==> src/mch_pkg.sv <==
package mch_pkg;

  localparam int SampleBits  = 16;
  localparam int SumBits     = SampleBits + 1;
  localparam int AngleBits   = 16;
  localparam int CordicSteps = 16;
  localparam int CalBits     = 16;
  localparam int CordW       = CalBits + 16 + 2;
  localparam int NumW        = SumBits + 2;
  localparam int QuoBits     = 17;

  localparam logic [3:0] CfgMount  = 4'd0;
  localparam logic [3:0] CfgDecl   = 4'd1;
  localparam logic [3:0] CfgWindow = 4'd2;
  localparam logic [3:0] CfgReady  = 4'd3;

  localparam logic signed [10:0] NotReadyDeg = -11'sd999;

  typedef struct packed {
    logic signed [15:0] sample_a_x;
    logic signed [15:0] sample_a_y;
    logic signed [15:0] sample_a_z;
    logic signed [15:0] sample_b_x;
    logic signed [15:0] sample_b_y;
    logic signed [15:0] sample_b_z;
    logic [31:0]        now_ms;
  } in_item_t;

  typedef struct packed {
    logic signed [10:0] heading_deg;
    logic signed [15:0] cal_forward;
    logic signed [15:0] cal_left;
    logic signed [15:0] cal_up;
    logic               calibrating;
  } out_item_t;

  // controller -> datapath
  typedef struct packed {
    logic load;      // capture item, update bounds
    logic div_start; // start divide of axis
    logic [1:0] axis;
    logic div_step;
    logic div_done;  // store quotient of axis
    logic remap;     // remap, start cordic
    logic cord_step;
    logic finish;    // heading, fill output
  } cmd_t;

  typedef struct packed {
    logic not_ready;
  } sts_t;

  function automatic logic [31:0] atan_turn(input logic [4:0] i);
    logic [31:0] r;
    begin
      r = 32'd0;
      unique case (i)
        5'd0: r = 32'd536870912;  5'd1: r = 32'd316933406;
        5'd2: r = 32'd167458907;  5'd3: r = 32'd85004756;
        5'd4: r = 32'd42667331;   5'd5: r = 32'd21354465;
        5'd6: r = 32'd10680862;   5'd7: r = 32'd5340245;
        5'd8: r = 32'd2670163;    5'd9: r = 32'd1335087;
        5'd10: r = 32'd667544;    5'd11: r = 32'd333772;
        5'd12: r = 32'd166886;    5'd13: r = 32'd83443;
        5'd14: r = 32'd41722;     5'd15: r = 32'd20861;
        5'd16: r = 32'd10430;     5'd17: r = 32'd5215;
        5'd18: r = 32'd2608;      5'd19: r = 32'd1304;
        5'd20: r = 32'd652;       5'd21: r = 32'd326;
        5'd22: r = 32'd163;       5'd23: r = 32'd81;
        default: r = 32'd0;
      endcase
      return r;
    end
  endfunction

  // mounting: source axes and negate flags, fwd/left/up
  function automatic logic [11:0] mount_map(input logic [3:0] mo);
    logic [11:0] r;
    begin
      unique case (mo)
        4'd0:  r = {2'd0, 2'd1, 2'd2, 3'b011, 3'b000};
        4'd1:  r = {2'd0, 2'd1, 2'd2, 3'b000, 3'b000};
        4'd2:  r = {2'd0, 2'd2, 2'd1, 3'b010, 3'b000};
        4'd3:  r = {2'd0, 2'd2, 2'd1, 3'b001, 3'b000};
        4'd4:  r = {2'd1, 2'd0, 2'd2, 3'b010, 3'b000};
        4'd5:  r = {2'd1, 2'd0, 2'd2, 3'b001, 3'b000};
        4'd6:  r = {2'd1, 2'd2, 2'd0, 3'b011, 3'b000};
        4'd7:  r = {2'd1, 2'd2, 2'd0, 3'b000, 3'b000};
        4'd9:  r = {2'd2, 2'd0, 2'd1, 3'b000, 3'b000};
        4'd10: r = {2'd2, 2'd1, 2'd0, 3'b011, 3'b000};
        4'd11: r = {2'd2, 2'd1, 2'd0, 3'b000, 3'b000};
        default: r = {2'd2, 2'd0, 2'd1, 3'b011, 3'b000};
      endcase
      return r;
    end
  endfunction

endpackage

==> src/mch_ctrl.sv <==
module mch_ctrl import mch_pkg::*; (
  input  logic clk,
  input  logic rst,
  input  logic in_valid,
  output logic in_ready,
  output logic out_valid,
  input  logic out_ready,
  input  sts_t sts,
  output cmd_t cmd
);

  typedef enum logic [6:0] {
    S_IDLE  = 7'b0000001,
    S_DSTRT = 7'b0000010,
    S_DIV   = 7'b0000100,
    S_MAP   = 7'b0001000,
    S_CORD  = 7'b0010000,
    S_FIN   = 7'b0100000,
    S_OUT   = 7'b1000000
  } state_t;

  state_t state, state_next;
  logic [4:0] cnt, cnt_next;
  logic [1:0] axis, axis_next;

  assign in_ready  = (state == S_IDLE);
  assign out_valid = (state == S_OUT);

  // next state and commands
  always_comb begin
    state_next = state;
    cnt_next   = cnt;
    axis_next  = axis;
    cmd        = '0;
    cmd.axis   = axis;
    unique case (state)
      S_IDLE: begin
        if (in_valid) begin
          cmd.load = 1'b1;
          if (sts.not_ready) state_next = S_FIN;
          else begin
            axis_next  = 2'd0;
            state_next = S_DSTRT;
          end
        end
      end
      S_DSTRT: begin
        cmd.div_start = 1'b1;
        cnt_next      = 5'(QuoBits - 1);
        state_next    = S_DIV;
      end
      S_DIV: begin
        cmd.div_step = 1'b1;
        cnt_next = cnt - 5'd1;
        if (cnt == 5'd0) begin
          cmd.div_done = 1'b1;
          if (axis == 2'd2) begin
            state_next = S_MAP;
          end else begin
            axis_next  = axis + 2'd1;
            state_next = S_DSTRT;
          end
        end
      end
      // all three axes stored: remap and load the CORDIC
      S_MAP: begin
        cmd.remap  = 1'b1;
        cnt_next   = 5'd0;
        state_next = S_CORD;
      end
      S_CORD: begin
        cmd.cord_step = 1'b1;
        cnt_next = cnt + 5'd1;
        if (cnt == 5'(CordicSteps - 1)) state_next = S_FIN;
      end
      S_FIN: begin
        cmd.finish = 1'b1;
        state_next = S_OUT;
      end
      S_OUT: begin
        if (out_ready) state_next = S_IDLE;
      end
      default: state_next = S_IDLE;
    endcase
  end

  always_ff @(posedge clk) begin
    if (rst) begin
      state <= S_IDLE;
      cnt   <= '0;
      axis  <= '0;
    end else begin
      state <= state_next;
      cnt   <= cnt_next;
      axis  <= axis_next;
    end
  end

endmodule

==> src/mch_dp.sv <==
module mch_dp import mch_pkg::*; (
  input  logic        clk,
  input  logic        rst,
  input  logic        cfg_we,
  input  logic [3:0]  cfg_index,
  input  logic [31:0] cfg_data,
  input  in_item_t    in_item,
  input  cmd_t        cmd,
  output sts_t        sts,
  output out_item_t   out_item
);

  // configuration
  logic [3:0]  mount;
  logic [15:0] decl;
  logic [31:0] win_ms;
  logic        ready_cfg;

  always_ff @(posedge clk) begin
    if (rst) begin
      mount <= 4'd8; decl <= 16'd2295; win_ms <= 32'd60000; ready_cfg <= 1'b0;
    end else if (cfg_we) begin
      unique case (cfg_index)
        CfgMount:  mount <= cfg_data[3:0];
        CfgDecl:   decl <= cfg_data[15:0];
        CfgWindow: win_ms <= cfg_data;
        CfgReady:  ready_cfg <= cfg_data[0];
        default: ;
      endcase
    end
  end

  assign sts.not_ready = ~ready_cfg;

  // sums and bounds
  logic signed [SumBits-1:0] sum [3];
  logic signed [SumBits-1:0] smin [3];
  logic signed [SumBits-1:0] smax [3];
  logic signed [SumBits-1:0] in_sum [3];
  logic        started;
  logic [31:0] start_ms;
  logic        calib;
  logic        calib_now;
  logic [31:0] base_ms;

  assign in_sum[0] = SumBits'(in_item.sample_a_x) + SumBits'(in_item.sample_b_x);
  assign in_sum[1] = SumBits'(in_item.sample_a_y) + SumBits'(in_item.sample_b_y);
  assign in_sum[2] = SumBits'(in_item.sample_a_z) + SumBits'(in_item.sample_b_z);
  assign base_ms   = started ? start_ms : in_item.now_ms;
  assign calib_now = (in_item.now_ms - base_ms) < win_ms;

  always_ff @(posedge clk) begin
    if (rst) begin
      started  <= 1'b0;
      start_ms <= '0;
      for (int k = 0; k < 3; k++) begin
        smin[k] <= {1'b0, {(SumBits-1){1'b1}}};
        smax[k] <= {1'b1, {(SumBits-1){1'b0}}};
      end
    end else if (cmd.load && ready_cfg) begin
      started  <= 1'b1;
      start_ms <= base_ms;
      if (calib_now) begin
        for (int k = 0; k < 3; k++) begin
          if (in_sum[k] < smin[k]) smin[k] <= in_sum[k];
          if (in_sum[k] > smax[k]) smax[k] <= in_sum[k];
        end
      end
    end
  end

  always_ff @(posedge clk) begin
    if (cmd.load) begin
      for (int k = 0; k < 3; k++) sum[k] <= in_sum[k];
      calib <= calib_now & ready_cfg;
    end
  end

  // restoring divider: q = (|num|*16384 + span) / (2*span)
  // upper dividend bits preload the remainder; if they already reach the
  // divisor the quotient is too large and saturates
  localparam int DivW = NumW + 15;
  logic signed [NumW-1:0] num_s, span_s;
  logic [DivW-1:0]  dividend;
  logic [DivW-1:0]  div_full;
  logic [DivW-QuoBits-1:0] hi_bits;
  logic [NumW:0]    divisor;
  logic [NumW:0]    divisor_in;
  logic [DivW:0]    rem;
  logic [QuoBits-1:0] quo;
  logic             neg_num, zero_span, ovf;
  logic [NumW-1:0]  mag;
  logic [DivW:0]    rem_sh;
  logic [DivW:0]    trial;

  assign num_s  = (NumW'(sum[cmd.axis]) <<< 1) - NumW'(smax[cmd.axis]) - NumW'(smin[cmd.axis]);
  assign span_s = NumW'(smax[cmd.axis]) - NumW'(smin[cmd.axis]);
  assign mag    = num_s[NumW-1] ? NumW'(-num_s) : NumW'(num_s);
  assign div_full   = (DivW'(mag) << 14) + DivW'(span_s);
  assign hi_bits    = div_full[DivW-1:QuoBits];
  assign divisor_in = (NumW+1)'(span_s) << 1;
  assign rem_sh = {rem[DivW-1:0], dividend[DivW-1]};
  assign trial  = rem_sh - (DivW+1)'(divisor);

  always_ff @(posedge clk) begin
    if (cmd.div_start) begin
      dividend  <= {div_full[QuoBits-1:0], {(DivW-QuoBits){1'b0}}};
      divisor   <= divisor_in;
      rem       <= (DivW+1)'(hi_bits);
      quo       <= '0;
      neg_num   <= num_s[NumW-1];
      zero_span <= (span_s <= 0);
      ovf       <= ((NumW+1)'(hi_bits) >= divisor_in);
    end else if (cmd.div_step) begin
      dividend <= dividend << 1;
      if (!trial[DivW]) begin
        rem <= trial;
        quo <= {quo[QuoBits-2:0], 1'b1};
      end else begin
        rem <= rem_sh;
        quo <= {quo[QuoBits-2:0], 1'b0};
      end
    end
  end

  // quotient after the last step, saturated
  logic [QuoBits-1:0] quo_fin;
  logic [15:0]        qsat;
  logic signed [15:0] cal_v;
  logic signed [15:0] cal [3];

  assign quo_fin = {quo[QuoBits-2:0], ~trial[DivW]};
  assign qsat    = (ovf || (quo_fin > QuoBits'(32768))) ? 16'h8000 : quo_fin[15:0];
  always_comb begin
    if (zero_span) cal_v = '0;
    else if (neg_num) cal_v = -$signed(qsat);
    else if (qsat == 16'h8000) cal_v = 16'sd32767;
    else cal_v = $signed(qsat);
  end

  always_ff @(posedge clk) begin
    if (cmd.div_done) cal[cmd.axis] <= cal_v;
  end

  // remap and CORDIC
  logic [11:0] mm;
  logic signed [15:0] frame [3];
  logic signed [15:0] fr_next [3];
  logic signed [CordW-1:0] cx, cy, cx_sh, cy_sh;
  logic [31:0] cz;
  logic [4:0]  it;

  assign mm = mount_map(mount);
  always_comb begin
    for (int k = 0; k < 3; k++) begin
      logic signed [15:0] v;
      v = cal[mm[11-2*k -: 2]];
      if (mm[5-k]) v = (v == -16'sd32768) ? 16'sd32767 : -v;
      fr_next[k] = v;
    end
  end

  assign cx_sh = cx >>> it;
  assign cy_sh = cy >>> it;

  always_ff @(posedge clk) begin
    if (cmd.remap) begin
      for (int k = 0; k < 3; k++) frame[k] <= fr_next[k];
      it <= '0;
      if (fr_next[0] < 0) begin
        cx <= -(CordW'(fr_next[0]) <<< 16);
        cy <= -(CordW'(fr_next[1]) <<< 16);
        cz <= 32'h8000_0000;
      end else begin
        cx <= CordW'(fr_next[0]) <<< 16;
        cy <= CordW'(fr_next[1]) <<< 16;
        cz <= '0;
      end
    end else if (cmd.cord_step) begin
      it <= it + 5'd1;
      if (cy > 0) begin
        cx <= cx + cy_sh; cy <= cy - cx_sh; cz <= cz + atan_turn(it);
      end else begin
        cx <= cx - cy_sh; cy <= cy + cx_sh; cz <= cz - atan_turn(it);
      end
    end
  end

  // heading and output register
  logic [31:0] ang;
  logic [AngleBits-1:0] a;
  logic [AngleBits+8:0] prod;
  logic zero_vec;

  assign zero_vec = (frame[0] == 0) && (frame[1] == 0);
  assign ang  = (zero_vec ? 32'd0 : cz) + {decl, 16'd0};
  assign a    = AngleBits'((ang + (32'd1 << (31 - AngleBits))) >> (32 - AngleBits));
  assign prod = (AngleBits+9)'(a) * (AngleBits+9)'(360);

  always_ff @(posedge clk) begin
    if (cmd.finish) begin
      if (!ready_cfg) begin
        out_item <= '{heading_deg: NotReadyDeg, cal_forward: '0, cal_left: '0,
                      cal_up: '0, calibrating: 1'b0};
      end else begin
        out_item.heading_deg <= 11'(prod >> AngleBits);
        out_item.cal_forward <= frame[0];
        out_item.cal_left    <= frame[1];
        out_item.cal_up      <= frame[2];
        out_item.calibrating <= calib;
      end
    end
  end

endmodule

==> src/magnetometer_calibrated_heading.sv <==
// Each item is loaded; if ready, the shared bit-serial divider normalises the
// three axes in turn, one quotient bit per step, the frame is remapped, the
// CORDIC runs 16 steps and the heading is registered; if not ready, the item
// goes straight to the output register. No new item is taken before the output is read.
// Synchronous active-high reset: registers to their documented defaults,
// calibration window not yet opened, bounds at their extremes; no clearing pass.
module magnetometer_calibrated_heading import mch_pkg::*; (
  input  logic        clk,
  input  logic        rst,
  input  logic        in_valid,
  output logic        in_ready,
  input  in_item_t    in_item,
  output logic        out_valid,
  input  logic        out_ready,
  output out_item_t   out_item,
  input  logic        cfg_we,
  input  logic [3:0]  cfg_index,
  input  logic [31:0] cfg_data
);

  cmd_t cmd;
  sts_t sts;

  mch_ctrl u_ctrl (
    .clk, .rst, .in_valid, .in_ready, .out_valid, .out_ready, .sts, .cmd
  );

  mch_dp u_dp (
    .clk, .rst, .cfg_we, .cfg_index, .cfg_data, .in_item, .cmd, .sts, .out_item
  );

endmodule

==> config.mk <==
export PLATFORM = sky130hd
export DESIGN_NAME = magnetometer_calibrated_heading
export DESIGN_NICKNAME = d
export VERILOG_FILES = /design/src/mch_pkg.sv /design/src/mch_ctrl.sv /design/src/mch_dp.sv /design/src/magnetometer_calibrated_heading.sv
export SDC_FILE = /design/constraint.sdc
export NUM_CORES = 2
export LEC_CHECK = 0
export BUFFER_PORTS_ARGS = -buffer_cell sky130_fd_sc_hd__buf_2
export CAP_MARGIN = 25
export CORE_ASPECT_RATIO = 1.1
export CORE_UTILIZATION = 50
export DETAILED_ROUTE_END_ITERATION = 6
export GPL_ROUTABILITY_DRIVEN = 0
export GPL_TIMING_DRIVEN = 0
export PLACE_DENSITY = 0.69
export SYNTH_ARGS = -nofsm -noshare
export SYNTH_HDL_FRONTEND = slang
export SYNTH_HIERARCHICAL = 1
export SYNTH_SLANG_ARGS = --single-unit
export TNS_END_PERCENT = 30
==> constraint.sdc <==
create_clock -name clk -period 8.1 [get_ports clk]
set_input_delay 0.405 -clock clk [delete_from_list [all_inputs] [get_ports clk]]
set_output_delay 0.405 -clock clk [all_outputs]
set_load 0.03 [all_outputs]
* Yosys cells after proc, flatten, opt, wreduce, memory -nomap -nowiden
Memory sizes are Yosys's and may differ from the RTL's. A register that Yosys moved wholly into a read port is not among the register bits. Index checks and enable logic that the tools add are counted.
Operators by class: multiplexer cells 115, eq/ne operators 22, bitwise gates (word level) 8, shift-type cells 2, add/subtract/negate cells 28, order comparisons 12, multiply operators 1, reduce and logical (&&, ||, !) cells 17
Operators with widths (count):
- 32-bit two-way mux | 12
- 34-bit two-way mux | 11
- 16-bit two-way mux | 10
- 17-bit two-way mux | 8
- 34-bit adder | 2
- 32-bit negation with 34-bit output | 2
- 34-bit by 5-bit >>> shifter with 34-bit output | 2
- 34-bit subtractor | 2
- 32-bit adder | 2
- 16-bit == test, second input constant | 4
- 32-bit logical NOT | 2
- 16-bit negation | 4
- 32-bit subtractor | 2
- 60-bit two-way mux | 1
- 16-bit by 16-bit adder with 17-bit output | 3
- 17-bit > comparator | 3
- 17-bit < comparator | 3
- 7-bit case mux with 7 select lines | 1
- 1-bit two-way mux | 46
- 35-bit by 20-bit subtractor with 35-bit output | 1
- 33-bit by 34-bit adder with 34-bit output | 1
- 34-bit by 1-bit > comparator with 1-bit output, second input constant | 1
- 32-bit by 16-bit adder with 32-bit output, second input constant | 1
- 32-bit < comparator | 1
- 45 further kinds | 80
Storage, ports and cells: word-level logic and storage cells 241, bits in writable memories 249, memories 8, bits of input ports 169, ROM bits 2048, register bits 354
Memory list:
- (no name shown) | depth 32, width 30, read ports 1, clocked after memory_dff 1, wr ports 0, RTL line mch_pkg.sv:57 | unique case (i)
- (no name shown) | depth 32, width 30, read ports 1, clocked after memory_dff 1, wr ports 0, RTL line mch_pkg.sv:57
- (no name shown) | depth 16, width 8, read ports 1, clocked after memory_dff 1, wr ports 0, RTL line mch_pkg.sv:80 | unique case (mo)
- u_dp.smax | depth 3, width 17, read ports 4, clocked after memory_dff 1, wr ports 3, RTL line mch_dp.sv:38 | logic signed [SumBits-1:0] smax [3];
- u_dp.smin | depth 3, width 17, read ports 4, clocked after memory_dff 1, wr ports 3, RTL line mch_dp.sv:37 | logic signed [SumBits-1:0] smin [3];
- u_dp.sum | depth 3, width 17, read ports 1, clocked after memory_dff 1, wr ports 3, RTL line mch_dp.sv:36 | logic signed [SumBits-1:0] sum [3];
- 2 more memories

* Logic depth before layout (Yosys ltp)
word-level depth 9, gate-level depth with buffers 39, gate-level depth less buffers 37

* By module
The synthesis kept the hierarchy.
By module, submodules not included:
- mch_dp | instances 1, area an instance 51523.2 µm², cells each 5561
- mch_ctrl | instances 1, area an instance 1016.0 µm², cells each 123

* Least setup slack after synthesis
OpenSTA, ideal clock, no wires.
path type register to register, start register u_ctrl/axis[0] (netlist name), end register u_dp.ovf (data pin), buffers on the path 2, arrival 7.845 ns, path slack -0.101 ns, library setup time 0.356 ns, period minus slack after synthesis 8.201 ns, cell stages (with the launch flop) 31, path through dfxtp_1 > clkbuf_1 > buf_1 > mux2i_1 > o21ai_0 > ha_1 > a21oi_1 > o21a_1 > o311ai_0 > nand3_1 > a31oi_1 > a311oi_1 > nor2_1 > o41ai_1 > ha_1 > o21a_1 > o21a_1 > o22ai_1 > nor2_1 > or3_1 > a21oi_1 > xnor2_1 > ha_1 > o21ai_0 > nand2b_1 > a21oi_1 > o21ai_0 > o221ai_1 > a21oi_1 > nor3_1 > nor4_1
RTL lines:
- end signal: assignment | RTL line mch_dp.sv:113 | ovf <= ((NumW+1)'(hi_bits) >= divisor_in);
- end: declaration | RTL line mch_dp.sv:91 | logic neg_num, zero_span, ovf;

==> out/metrics.cfg <==
[run_status]
status = finished, violations left
violations = design-rule violations

[route]
maxUsedRoutingLayer = met5
drt_iter0_drc = 4904
wl_met3_um = 14000
detail_route.first_pass.iterations = 7
routed_wire_length_per_instance_um = 21.3
totalWireLength_um = 160000
post_drt_via_cell_ratio = 6.07
met2WireLength_um = 73200
ant_nets = 0
detailroute.via_count = 45500
drc = 92
routedLengthMet1_um = 62600

[clock_network]
worst_setup_hold_path_clk_slew_ns = 0.06
clock_latency_ns = 0.65
clockRootBuffer = sky130_fd_sc_hd__clkbuf_16
ctsLongestPathBuffers = 3
cts_buffers = 74
htree_num_levels = 3
clock-sinks = 640
clock_tree_from_tritoncts = built

[critical_path]
critPathArrivalTime_ns = 8.31
path_class = flop to flop
path_max_fanout = 10
timing.critical_path.required_ns = 8.45
timing.critical_path.from = u_ctrl/axis[0]
terminus_of_the_critical_flop_to_flop_path = u_dp/ovf
path_delay_family = compound AO/OA/AOI/OAI gates
timing.critical_path.slowest_stage_cell = sky130_fd_sc_hd__or4_1
crit_path_end_kind = flop
source_of_the_worst_register_to_register_timing_path = u_ctrl/axis[0]
setup.worst_path.start_class = flop
cp_num_cells = 32
critPathMaxStageDelay_ns = 0.54
reg2reg_slack_ns = 0.13
cp_common_cell = sky130_fd_sc_hd__a21oi_1
critPathBufInv = 2
critical_path_endpoint = u_dp/ovf
worst-r2r-cell-count = 32

[place]
dp_hpwl_um = 124000
number_of_buffer_cells_added_on_primary_ports = 229
postPlaceCellArea_mm2 = 0.0558

[final_layout]
area_growth_syn_to_layout_pct = 12.1
nNetsFinal = 6753
drive_above_1_share = 0.112
layout.area.seq_mm2 = 0.0175
design_area_mm2 = 0.0589
multiInputGateArea_mm2 = 0.0329
fillers = 9117

[global_routing]
number_of_antenna_violations_at_the_first_check_in_global_routing = 12
gr-usage-all-layers = 0.292
grt_first_pass_wirelength_um = 245000
grt_start_max_net_pins = 58
grt_remaining_overflow = 0
vias_in_the_first_global_route = 43500

[job]
maxCapViolCount = 0

[sta]
layout_min_cycle_time_ns = 7.97
whs_ns = 0.0351
timing.final.crit_share = 0.984
grt_setup_unrepaired = true
setup_viol = 0
clock_skew_ns = 0.0374
timing.fmax_mhz = 126
max_slew.worst_pin.slew_ns = 1.16
maxSlewHeadroom = 0.228
number_of_pins_with_negative_max_slew_slack_in_the_final_report = 0
final_hold_viol_count = 0

[power]
p_per_area_mw_per_mm2 = 172
power.static_leakage_nw = 24.3
finalPower_mw = 10.1
combinationalPowerShare = 0.302
netSwitchingFraction = 0.320
internal_power_mw = 6.88
vdd_ir_max_mv = 0.184
sequentialPowerShare = 0.359
share_clk_of_total_power = 0.339
total_switching_power_mw = 3.24

[logic_synthesis]
mean_post_synth_cell_area_um2 = 9.24
netlist_instances = 5684
netlist-cell-type-count = 101
number_of_warnings_printed_during_yosys_synthesis = 6
synth_area_mm2 = 0.0525
postSynthNetCount = 6395
synth_async_sr_flop_share = 0
yosysSeqAreaShare = 0.332
ys_ff_latch = 640
edff_count_synth = 464
yosys_most_used_dff = sky130_fd_sc_hd__edfxtp_1

[floorplanning]
rows = 124
io_pins = 231
fp.dieArea_mm2 = 0.106
core_area_mm2 = 0.104
floorplan.die.width_um = 311
initial_utilization = 0.505
die_height_um = 342

[worst_hold_path]
min_path_type = input port to flop

synthesized netlist by cell type (all sizes together) (37+ instances only):
cell | number | area, µm²
nand2 | 540 | 2030
nor2 | 495 | 1860
ha | 488 | 6110
edfxtp | 464 | 13900
inv | 412 | 1550
a21oi | 391 | 1960
o21ai | 307 | 1540
xnor2 | 242 | 2120
mux2i | 234 | 2340
dfxtp | 176 | 3520
xor2 | 168 | 1470
clkbuf | 163 | 612
a21o | 149 | 1120
mux4 | 89 | 2040
nor3 | 86 | 435
o21a | 84 | 631
nand3 | 75 | 375
a211oi | 74 | 561
and2 | 73 | 457
nand2b | 72 | 450
nor2b | 71 | 444
buf | 64 | 350
fa | 54 | 1080
mux2 | 53 | 597
nand4 | 50 | 313
a31oi | 47 | 294
o21bai | 43 | 323
or3 | 43 | 269
nor4 | 40 | 263
or2 | 37 | 231
worst min-delay path, stage by stage:
cell and delay, ns:
sky130_fd_sc_hd__buf_2 0.11, sky130_fd_sc_hd__nand2_1 0.05, sky130_fd_sc_hd__nand3b_1 0.07
registers in the layout, indices dropped and copies added (netlist names), 17 cells and up, named ones only:
register and cells:
u_dp/sum 51, u_dp/out_item 59, u_dp/cy 34, u_dp/dividend 17, u_dp/start_ms 32, u_dp/cz 32, u_dp/cal 48, u_dp/rem 34
u_dp/smax 51, u_dp/smin 51, u_dp/frame 48, u_dp/win_ms 32, u_dp/cx 34, u_dp/divisor 18
placed cells by master, fill, tap and decap left out, types with 74 or more instances in the layout:
cell and instances:
sky130_fd_sc_hd__o21a_1 84, sky130_fd_sc_hd__clkbuf_1 167, sky130_fd_sc_hd__xor2_1 168, sky130_fd_sc_hd__dfxtp_1 174
sky130_fd_sc_hd__nand2_1 539, sky130_fd_sc_hd__inv_1 409, sky130_fd_sc_hd__mux4_2 79, sky130_fd_sc_hd__nor2_1 494
sky130_fd_sc_hd__buf_2 253, sky130_fd_sc_hd__a21oi_1 379, sky130_fd_sc_hd__xnor2_1 241, sky130_fd_sc_hd__mux2i_1 226
sky130_fd_sc_hd__edfxtp_1 464, sky130_fd_sc_hd__ha_1 487, sky130_fd_sc_hd__nor3_1 81, sky130_fd_sc_hd__a21o_1 149
sky130_fd_sc_hd__nand3_1 74, sky130_fd_sc_hd__clkbuf_16 81, sky130_fd_sc_hd__o21ai_0 299
final cells by class:
cell class | count | share of cell area
diodes | 2 | 0.0000849
plain buffers | 222 | 0.0175
well taps | 1386 | 0.0294
clock buffers | 108 | 0.0373
repair buffers | 287 | 0.0301
clock inverters | 30 | 0.00469
flip-flops and latches | 640 | 0.296
inverters | 415 | 0.0264
multi-input cells | 4402 | 0.558
per-stage QoR:
step | cells | utilization | TNS (ns) | setup slack (ns)
after floorplan | 5684 | - | 0 | 0.0938
after global placement | 7299 | 0.532 | -155.14 | -2.03
after detailed placement | 7322 | 0.536 | -12.23 | -2.10
after CTS | 7482 | 0.563 | -0.118 | -0.118
after global routing | 7492 | 0.566 | -0.231 | -0.231
final | 7492 | 0.566 | 0 | 0.132
power groups by stage:
| stage | clock (mW) | sequential (mW) | combinational (mW) |
|---|---|---|---|
| 2_1_floorplan | 0 | 3.71 | 2.12 |
| 3_3_place_gp | 0 | 3.71 | 2.78 |
| 3_5_place_dp | 0 | 3.71 | 2.88 |
| 4_1_cts | 3.49 | 3.64 | 2.97 |
| 5_1_grt | 3.61 | 3.64 | 3.39 |
| 6_report | 3.43 | 3.64 | 3.06 |
kinds of logic after synthesis:
group,Yosys count,share of synthesized area
other,1,0.0000714
buffers and inverters,642,0.0480
muxes,376,0.0948
and+or+nand+nor,1693,0.152
AOI/OAI and AO/OA,1380,0.168
DFF,640,0.332
adders and majority gates,542,0.137
xor gates and xnor gates,410,0.0683
layer usage:
metal / GRT usage / up-vias
met5: 0.00490 / -
met3: 0.0645 / 574
met1: 0.361 / 21500
met4: 0.157 / 16
li1: - / 21300
met2: 0.477 / 2108
how the worst min path moves through the flow:
stage               slack (ns)  cells after the start              end            start
floorplan                 0.43                      2   u_dp/win_ms[0]   u_dp/win_ms[0]
global placement          0.44                      2  u_dp/win_ms[31]  u_dp/win_ms[31]
detailed placement        0.45                      2  u_dp/win_ms[27]  u_dp/win_ms[27]
CTS                     0.0002                      3  u_dp/win_ms[14]     cfg_data[14]
global route              0.02                      3  u_dp/win_ms[14]     cfg_data[14]
finish                    0.04                      3     u_dp/decl[4]      cfg_data[4]
what timing repair did:
item,4_1_cts,5_1_grt
setup endpoints to repair,22,78
buffers inserted,6,8
pin swaps,5,9
gates resized for setup,44,68
hold buffers,18,0
endpoints found under the hold margin,23,0
(Power assumes the default switching activity.)
